File: src/rtl/plist_pkg.sv
`default_nettype none
// ----------------------------------------------------------------------------
// plist_pkg
// Shared types and constants for the positional list engine.
// ----------------------------------------------------------------------------
package plist_pkg;

  localparam int unsigned CAPACITY_DEF   = 32;
  localparam int unsigned DATA_WIDTH_DEF = 32;

  localparam int unsigned ACTION_W   = 2;
  localparam int unsigned POSITION_W = 6;
  localparam int unsigned VALUE_W    = 32;
  localparam int unsigned COUNT_W    = 6;

  typedef enum logic [ACTION_W-1:0] {
    ACT_INSERT = 2'd0,
    ACT_DELETE = 2'd1,
    ACT_GET    = 2'd2,
    ACT_CLEAR  = 2'd3
  } plist_action_t;

  // Broadcast from the control logic to every cell of the chain.
  typedef struct packed {
    logic                  ins_en;
    logic                  del_en;
    logic [POSITION_W-1:0] k;       // zero-based target index
  } plist_ctrl_t;

endpackage : plist_pkg
`default_nettype wire

File: src/rtl/plist_cell.sv
`default_nettype none
// ----------------------------------------------------------------------------
// plist_cell
// One storage cell of the list chain; shifts with its neighbors.
// ----------------------------------------------------------------------------
module plist_cell #(
  parameter int unsigned INDEX      = 0,
  parameter int unsigned DATA_WIDTH = plist_pkg::DATA_WIDTH_DEF
) (
  input  wire logic                     clk,
  input  wire plist_pkg::plist_ctrl_t   ctrl,
  input  wire logic [DATA_WIDTH-1:0]    ins_word,
  input  wire logic [DATA_WIDTH-1:0]    left_word,
  input  wire logic [DATA_WIDTH-1:0]    right_word,
  output logic      [DATA_WIDTH-1:0]    word,
  output logic      [DATA_WIDTH-1:0]    rd_word
);

  logic [DATA_WIDTH-1:0] word_r;
  logic                  at_k;
  logic                  past_k;

  assign at_k   = (32'(INDEX) == 32'(ctrl.k));
  assign past_k = (32'(INDEX) >  32'(ctrl.k));

  // Insert opens a gap at the target and moves later words up; delete pulls
  // the target and every later word down from the right-hand neighbor.
  always_ff @(posedge clk) begin
    if (ctrl.ins_en) begin
      if (at_k) begin
        word_r <= ins_word;
      end else if (past_k) begin
        word_r <= left_word;
      end
    end else if (ctrl.del_en && (at_k || past_k)) begin
      word_r <= right_word;
    end
  end

  assign word    = word_r;
  assign rd_word = at_k ? word_r : '0;

endmodule : plist_cell
`default_nettype wire

File: src/rtl/positional_list_engine_unit.sv
`default_nettype none
// ----------------------------------------------------------------------------
// positional_list_engine_unit
// Ordered list of data words with insert, delete, get and clear by position.
// ----------------------------------------------------------------------------
// The list lives in a row of CAPACITY cells, one word each. For every request,
// at the accepting clock edge all cells at or beyond the target shift by one
// place together (up for an insert, down for a delete), so the cost of a
// request does not depend on its position or on the length of the list. A get
// selects the addressed cell's word through an OR tree across the row and
// captures it in the result register. The result register decouples the two
// channels, so a new request is accepted in the same cycle in which the
// previous result transfers; sustained throughput is one request per cycle
// while out_ready stays high. Positions are 1-based. A position of zero, a
// position past the end, or an insert into a full list is rejected with ok low
// and leaves the list unchanged. Clear always succeeds. Cell contents are not
// reset; only the entry count and the result valid flag are.
// ----------------------------------------------------------------------------
module positional_list_engine_unit #(
  parameter int unsigned CAPACITY   = plist_pkg::CAPACITY_DEF,
  parameter int unsigned DATA_WIDTH = plist_pkg::DATA_WIDTH_DEF
) (
  input  wire logic                               clk,
  input  wire logic                               rst_n,
  input  wire logic                               in_valid,
  output logic                                    in_ready,
  input  wire logic [plist_pkg::ACTION_W-1:0]     in_action,
  input  wire logic [plist_pkg::POSITION_W-1:0]   in_position,
  input  wire logic [plist_pkg::VALUE_W-1:0]      in_value,
  output logic                                    out_valid,
  input  wire logic                               out_ready,
  output logic                                    out_ok,
  output logic      [plist_pkg::VALUE_W-1:0]      out_read_value,
  output logic      [plist_pkg::COUNT_W-1:0]      out_count,
  output logic                                    out_is_empty
);

  localparam int unsigned CW = $clog2(CAPACITY + 1);
  localparam int unsigned VW = plist_pkg::VALUE_W;
  localparam int unsigned OW = plist_pkg::COUNT_W;

  logic                     accept;
  plist_pkg::plist_action_t action;
  logic [31:0]              pos32;
  logic [31:0]              cnt32;
  logic                     pos_nz;
  logic                     in_range;
  logic                     ins_ok;
  logic                     res_ok;
  logic                     rd_sel;
  plist_pkg::plist_ctrl_t   ctrl;

  logic [CW-1:0]            count_r;
  logic [CW-1:0]            count_nxt;
  logic                     out_valid_r;
  logic                     out_valid_nxt;
  logic                     out_ok_r;
  logic [VW-1:0]            out_read_value_r;
  logic [OW-1:0]            out_count_r;
  logic                     out_is_empty_r;

  logic [DATA_WIDTH-1:0]    ins_word;
  logic [DATA_WIDTH+VW-1:0] ins_ext;
  logic [DATA_WIDTH-1:0]    rd_or;
  logic [DATA_WIDTH+VW-1:0] rd_ext;
  logic [CW+OW-1:0]         cnt_ext;

  logic [DATA_WIDTH-1:0]    cell_word [CAPACITY];
  logic [DATA_WIDTH-1:0]    cell_rd   [CAPACITY];

  // The result register is free when empty or when its result transfers now.
  assign in_ready = !out_valid_r || out_ready;
  assign accept   = in_valid && in_ready;
  assign action   = plist_pkg::plist_action_t'(in_action);

  assign pos32    = 32'(in_position);
  assign cnt32    = 32'(count_r);
  assign pos_nz   = (in_position != '0);
  assign in_range = pos_nz && (pos32 <= cnt32);
  assign ins_ok   = pos_nz && (pos32 <= cnt32 + 32'd1) && (cnt32 < 32'(CAPACITY));

  // Stored words keep the low bits of the 32-bit input value.
  assign ins_ext  = {{DATA_WIDTH{1'b0}}, in_value};
  assign ins_word = ins_ext[DATA_WIDTH-1:0];

  always_comb begin
    ctrl.ins_en = 1'b0;
    ctrl.del_en = 1'b0;
    ctrl.k      = in_position - plist_pkg::POSITION_W'(1);
    count_nxt   = count_r;
    res_ok      = 1'b0;
    rd_sel      = 1'b0;
    case (action)
      plist_pkg::ACT_INSERT: begin
        res_ok      = ins_ok;
        ctrl.ins_en = accept && ins_ok;
        if (ins_ok) begin
          count_nxt = count_r + CW'(1);
        end
      end
      plist_pkg::ACT_DELETE: begin
        res_ok      = in_range;
        ctrl.del_en = accept && in_range;
        if (in_range) begin
          count_nxt = count_r - CW'(1);
        end
      end
      plist_pkg::ACT_GET: begin
        res_ok = in_range;
        rd_sel = in_range;
      end
      plist_pkg::ACT_CLEAR: begin
        res_ok    = 1'b1;
        count_nxt = '0;
      end
      default: begin
        res_ok = 1'b0;
      end
    endcase
  end

  // Row of cells; each sees its left and right neighbor.
  for (genvar i = 0; i < CAPACITY; i++) begin : g_cell
    logic [DATA_WIDTH-1:0] left_w;
    logic [DATA_WIDTH-1:0] right_w;

    if (i == 0) begin : g_first
      assign left_w = ins_word;
    end else begin : g_mid_l
      assign left_w = cell_word[i-1];
    end

    if (i == CAPACITY - 1) begin : g_last
      assign right_w = '0;
    end else begin : g_mid_r
      assign right_w = cell_word[i+1];
    end

    plist_cell #(
      .INDEX      (i),
      .DATA_WIDTH (DATA_WIDTH)
    ) u_cell (
      .clk        (clk),
      .ctrl       (ctrl),
      .ins_word   (ins_word),
      .left_word  (left_w),
      .right_word (right_w),
      .word       (cell_word[i]),
      .rd_word    (cell_rd[i])
    );
  end

  // Only the addressed cell drives a nonzero word, so an OR merges the row.
  always_comb begin
    rd_or = '0;
    for (int unsigned j = 0; j < CAPACITY; j++) begin
      rd_or = rd_or | cell_rd[j];
    end
  end

  assign rd_ext  = {{VW{1'b0}}, rd_or};
  assign cnt_ext = {{OW{1'b0}}, count_nxt};

  assign out_valid_nxt = accept || (out_valid_r && !out_ready);

  always_ff @(posedge clk) begin
    if (!rst_n) begin
      count_r     <= '0;
      out_valid_r <= 1'b0;
    end else begin
      out_valid_r <= out_valid_nxt;
      if (accept) begin
        count_r <= count_nxt;
      end
    end
  end

  always_ff @(posedge clk) begin
    if (accept) begin
      out_ok_r         <= res_ok;
      out_read_value_r <= rd_sel ? rd_ext[VW-1:0] : '0;
      out_count_r      <= cnt_ext[OW-1:0];
      out_is_empty_r   <= (count_nxt == '0);
    end
  end

  assign out_valid      = out_valid_r;
  assign out_ok         = out_ok_r;
  assign out_read_value = out_read_value_r;
  assign out_count      = out_count_r;
  assign out_is_empty   = out_is_empty_r;

  // The entry count never exceeds the capacity of the row.
  a_count_bound : assert property (@(posedge clk) disable iff (!rst_n)
    count_r <= CW'(CAPACITY))
    else $error("entry count beyond capacity");

  // An insert into a full list leaves the count unchanged.
  a_full_insert : assert property (@(posedge clk) disable iff (!rst_n)
    accept && (action == plist_pkg::ACT_INSERT) && (count_r == CW'(CAPACITY))
    |=> (count_r == $past(count_r)) && !out_ok)
    else $error("insert into full list was not rejected");

  // A clear always reports success and an empty list.
  a_clear : assert property (@(posedge clk) disable iff (!rst_n)
    accept && (action == plist_pkg::ACT_CLEAR)
    |=> out_valid && out_ok && out_is_empty && (count_r == '0))
    else $error("clear did not empty the list");

  // Every accepted request yields a pending result in the next cycle.
  a_result : assert property (@(posedge clk) disable iff (!rst_n)
    accept |=> out_valid_r)
    else $error("accepted request produced no result");

  // A rejected request never changes the entry count.
  a_reject_hold : assert property (@(posedge clk) disable iff (!rst_n)
    accept && !res_ok |=> count_r == $past(count_r))
    else $error("rejected request changed the list");

endmodule : positional_list_engine_unit
`default_nettype wire
File: config.mk
export PLATFORM = sky130hd
export DESIGN_NAME = positional_list_engine_unit
export DESIGN_NICKNAME = d
export VERILOG_FILES = /design/src/rtl/plist_pkg.sv /design/src/rtl/plist_cell.sv /design/src/rtl/positional_list_engine_unit.sv
export SDC_FILE = /design/constraint.sdc
export NUM_CORES = 2
export LEC_CHECK = 0
export BUFFER_PORTS_ARGS = -buffer_cell sky130_fd_sc_hd__buf_4
export CELL_PAD_IN_SITES_DETAIL_PLACEMENT = 0
export CELL_PAD_IN_SITES_GLOBAL_PLACEMENT = 2
export CORE_ASPECT_RATIO = 0.9
export CORE_MARGIN = 2
export CORE_UTILIZATION = 41
export DETAILED_ROUTE_END_ITERATION = 7
export GPL_TIMING_DRIVEN = 0
export PLACE_DENSITY = 0.86
export REMOVE_ABC_BUFFERS = 1
export SLEW_MARGIN = 20
export SYNTH_ARGS = -nofsm -noshare
export SYNTH_HDL_FRONTEND = slang
export SYNTH_HIERARCHICAL = 1
export SYNTH_SLANG_ARGS = --single-unit
File: constraint.sdc
create_clock -name clk -period 14.5 [get_ports clk]
set_clock_uncertainty 0.05 [all_clocks]
set_input_delay 2.9 -clock clk [delete_from_list [all_inputs] [get_ports clk]]
set_output_delay 2.9 -clock clk [all_outputs]
set_load 0.02 [all_outputs]
**Word level (Yosys, flattened, before mapping)**

Cells that the tools add are included.

- Flip-flop bits (word level): 1071
- Input bits: 44
- Output and inout bits: 42

- $add $sub $neg: 4
- Magnitude comparators: 34
- Equality and inequality tests: 66
- Mux-type cells: 166
- Bitwise gates (word level): 31
- Reductions and logical operators: 143

Operators with widths:

| cell | number |
|---|---|
| 2-to-1 mux 32 bit | 159 |
| OR 32 bit | 31 |
| equality test 5 x 6 -> 1 bit (first input constant) | 16 |
| > comparator 5 x 6 -> 1 bit (first input constant) | 16 |
| inequality test 3 x 1 -> 1 bit (second input constant) | 31 |
| AND reduction 2 bit | 32 |
| nonzero test 2 bit | 32 |
| equality test 4 x 6 -> 1 bit (first input constant) | 8 |
| > comparator 4 x 6 -> 1 bit (first input constant) | 8 |
| logical AND 1 bit | 39 |
| logical OR 1 bit | 33 |
| equality test 3 x 6 -> 1 bit (first input constant) | 4 |
| > comparator 3 x 6 -> 1 bit (first input constant) | 4 |
| case mux 6 bit (3 select lines) | 1 |
| equality test 2 x 6 -> 1 bit (first input constant) | 2 |
| > comparator 2 x 6 -> 1 bit (first input constant) | 2 |
| zero test 6 bit | 2 |
| 2-to-1 mux 6 bit | 2 |
| subtractor 6 x 1 -> 6 bit (second input constant) | 2 |
| adder 6 x 1 -> 7 bit (second input constant) | 1 |
| <= comparator 6 x 7 -> 1 bit | 1 |
| adder 6 x 1 -> 6 bit (second input constant) | 1 |
| equality test 1 x 6 -> 1 bit (first input constant) | 1 |
| > comparator 1 x 6 -> 1 bit (first input constant) | 1 |
| 11 further kinds | 15 |

**Logic depth before layout (Yosys ltp)**

- Depth in word-level cells: 34
- Mapped depth: 16
- Mapped depth without buffers: 13

**Modules after synthesis**

The synthesis kept the hierarchy.

Modules (own cells, without submodules):

| module | instances | cells an instance | area each (µm²) |
|---|---|---|---|
| positional_list_engine_unit | 1 | 585 | 4654.5 |
| plist_cell at g_cell[11].u_cell ... | 2 | 225 | 1988.2 |
| plist_cell at g_cell[1].u_cell | 1 | 258 | 2223.4 |
| plist_cell at g_cell[8].u_cell | 1 | 253 | 2182.1 |
| plist_cell at g_cell[29].u_cell | 1 | 255 | 2169.6 |
| plist_cell at g_cell[6].u_cell | 1 | 253 | 2165.8 |
| plist_cell at g_cell[17].u_cell | 1 | 252 | 2163.3 |
| plist_cell at g_cell[4].u_cell | 1 | 249 | 2162.1 |
| plist_cell at g_cell[28].u_cell | 1 | 255 | 2159.6 |
| plist_cell at g_cell[7].u_cell | 1 | 251 | 2144.6 |
| plist_cell at g_cell[14].u_cell | 1 | 239 | 2117.0 |
| plist_cell at g_cell[22].u_cell | 1 | 225 | 2095.8 |
| plist_cell at g_cell[16].u_cell | 1 | 223 | 2065.7 |
| plist_cell at g_cell[18].u_cell | 1 | 225 | 2059.5 |
| 18 more rows | n/a | n/a | n/a |

**Worst setup path after synthesis**

Ideal clock, no wire load.

- Path type: input-to-reg
- Start point: input port in_position[1] (netlist name)
- End point: register g_cell[11].u_cell.word_r[0], enable pin
- Data arrival time: 11683 ps
- Required time: 13301 ps
- Slack: 1618 ps
- Stages: 4
- Path buffers: 0
- Cell sequence: nor3_1 > or3b_2 > xnor2_1 > a2111oi_0

RTL lines:

| item | RTL line | source |
|---|---|---|
| from (decl) | positional_list_engine_unit.sv:28 | `input wire logic [plist_pkg::POSITION_W-1:0] in_position,` |
| to (signal assigned) | plist_cell.sv:31 | `word_r <= ins_word;` |
| to (signal assigned) | plist_cell.sv:33 | `word_r <= left_word;` |
| to (signal assigned) | plist_cell.sv:36 | `word_r <= right_word;` |
| to (decl) | plist_cell.sv:19 | `logic [DATA_WIDTH-1:0] word_r;` |

==> out/metrics.yaml <==
status: "completed"
syn_area_um2: 70100
drc: 0
drt-vias-per-instance: 6.88
synthFlopType: "edfxtp_1"
clock_sinks: 1071
critPathLaunchType: "primary input"
ys_warn_count: 6
cts_resized: 0
wl_per_cell_um: 32.2
die_h_um: 396
insertion_delay_ns: 0.80
maxCapViolCount: 0
ys_types: 92
multi_input_area_um2: 33300
fin_util: 0.476
dieArea_um2: 174000
worstPathArrival_ns: 9.26
initial_core_util: 0.414
min_period_ns: 8.78
grt_max_degree: 67
ant_nets: 0
wirelength_um: 324000
placed_cell_area_um2: 76400
ys_ff_latch: 1071
firstDrtPassIters: 7
cts_root_buffer: "clkbuf_16"
holdBufCountCts: 0
max_slew.worst_pin.slew_ns: 1.44
leakage_nw: 29.4
fmax_ghz: 0.114
crit_fanout: 65
track_usage: 0.360
setup_tns_ns: 0
syn_inst: 7904
crit_type: "primary input to register"
fin_crit_sh: 0.606
h-tree-depth: 4
netlist.area_leader.share: 0.456
ir_drop_v: 0.000121
grt_pass1_vias: 64100
crit_path_end_kind: "register"
finalSetupViolations: 0
yosysSeqAreaShare: 0.458
gp_congestion: 0.885
finalHoldViolCount: 0
area_growth_pct: 14.9
slew_viol_final: 0
hpwl_um: 216000
cts_tree: "yes"
final_area_um2: 80500
post_cts_buffers: 0
synthTopCellsByArea: "edfxtp_1 46%, a31oi_1 6.6%, and3_1 6.6%"
powerDensity_nw_per_um2: 99.3
ios: 86
rows: 143
grt_pass1_wl_um: 463000
cts-root-to-sink-buffers: 3
nFillCells: 16000
synth_edf_count: 1064
hp-class: "register to register"
dr_total_vias: 69300
async_reset_ff_frac: 0
io_buffers: 85
gr-total-overflow: 0
drive_above_1_share: 0.112
die_w_um: 440
fin_nets: 7784
rrSetupSlack_ns: 8.01
clk_pin_slew_worst_paths_ns: 0.06
antenna_found_initial: 12
required_ns: 14.98
cts_buffers: 134
synth_top_cell_by_area: "edfxtp_1"
regArea_um2: 32100
core_area_um2: 169000
slew_headroom: 0.0289
postSynthAreaPerCell_um2: 8.87
drtIter0Drc: 11400
rsz0062_at_grt: "no"
==> per-stage QoR <==
stage	hold slack [ns]	std cells	total power, mW	worst slack, ns
after floorplan	0.506	7122	4.37	-62.86
after global routing	0.539	10100	8.14	5.74
after global placement	0.475	9454	5.06	-107.56
final	0.493	10100	7.99	5.72
after CTS	0.507	10100	7.95	6.14
after detailed placement	0.498	9831	4.73	5.30
==> layout by cell type, fill, tap and decap left out, drive strengths merged, types with 74 or more instances in the layout <==
| master | Yosys | final |
|---|---|---|
| and3 | 740 | 740 |
| nor4 | 261 | 261 |
| inv | 279 | 286 |
| a21oi | 246 | 246 |
| nor2 | 1091 | 1091 |
| nand2 | 74 | 74 |
| nand4 | 86 | 86 |
| and2 | 294 | 294 |
| o31a | 226 | 226 |
| a31oi | 740 | 740 |
| buf | 275 | 462 |
| clkbuf | 517 | 175 |
| edfxtp | 1064 | 1064 |
| o21ai | 974 | 974 |
| nand3 | 715 | 715 |
==> layer usage <==
layer / global-route usage / routed length [µm] / part of all wire / vias up
li1: - / - / - / 29300
met1: 0.493 / 126000 / 0.39 / 33700
met2: 0.491 / 129000 / 0.40 / 5409
met3: 0.129 / 48500 / 0.15 / 924
met4: 0.194 / 20100 / 0.062 / 8
met5: 0.00612 / 190 / 0.00059 / -
==> area by class of cell <==
type	count	area share
clock buffers	175	0.0449
repair buffers	462	0.0892
clock inverters	62	0.00538
flip-flops and latches	1071	0.399
inverters	279	0.0132
well taps	2247	0.0349
multi-input cells	5772	0.414
diodes	9	0.000280
==> cells in the mapped netlist (10+ instances only) <==
| master | instances |
|---|---|
| buf_2 | 99 |
| o21ai_0 | 733 |
| mux2_2 | 32 |
| nor3_1 | 14 |
| and2_2 | 12 |
| nand4b_1 | 21 |
| a31oi_1 | 740 |
| dlygate4sd1_1 | 16 |
| nor2b_1 | 11 |
| and3_1 | 735 |
| o221ai_1 | 30 |
| buf_1 | 12 |
| nand2b_1 | 11 |
| a21oi_1 | 243 |
| and2_1 | 281 |
| buf_6 | 115 |
| clkbuf_2 | 90 |
| o31a_1 | 226 |
| nand4_1 | 84 |
| edfxtp_1 | 1064 |
| ha_1 | 20 |
| clkbuf_1 | 413 |
| nor2_1 | 1076 |
| or4_1 | 31 |
| nor4_1 | 256 |
| o21ai_1 | 239 |
| buf_4 | 40 |
| nand2_1 | 74 |
| a211oi_1 | 10 |
| clkbuf_8 | 13 |
| nand3_1 | 709 |
| inv_1 | 279 |
==> registers in the layout (all words and copies together), names as in the netlist <==
register / cells
out_valid: 1
out_is_empty: 1
out_count: 6
out_ok: 1
count_r: 6
g_cell.u_cell/word: 1024
out_read_value: 32
==> where the power goes <==
group,switching [mW],internal [mW]
sequential,0.0344,3.44
combinational,0.923,0.337
clock,1.43,1.82
total,2.39,5.60
==> cells by family (layout without fill, tap and decap cells) <==
| logic type | after synthesis | after routing | share of synthesized area |
|---|---|---|---|
| flops | 1071 | 1071 | 0.458 |
| xor+xnor | 8 | 8 | 0.00100 |
| simple gates | 3413 | 3413 | 0.259 |
| mux | 33 | 33 | 0.00528 |
| buf+inv | 1092 | 978 | 0.0819 |
| fa+ha+maj | 20 | 20 | 0.00357 |
| other cells | 1 | 41 | 0.0000535 |
| compound gates | 2266 | 2266 | 0.191 |
==> critical path, cell delays in order <==
cell     delay (ns)
buf_4          0.15
nor3_1         0.47
or3b_2         0.52
xnor2_2        0.34
buf_6          0.23
buf_8          0.16
buf_6          0.21
buf_6          0.21
buf_6          0.20
buf_6          0.19
or3_4          0.80
nor2_4         0.34
and2_1         0.27
nor4_1         0.64
nand4_1        0.92
nor2_1         0.53
nor2_1         0.07
==> final timing paths <==
path                        from                         to  cells past startpoint
setup / recovery  in_position[2]          out_read_value[2]                     17
hold / removal         out_valid                  out_valid                      2
setup reg to reg      count_r[0]  g_cell[9].u_cell/word[31]                     24
hold reg to reg        out_valid                  out_valid                      2
Note: power is estimated with default switching activity, not from simulation.
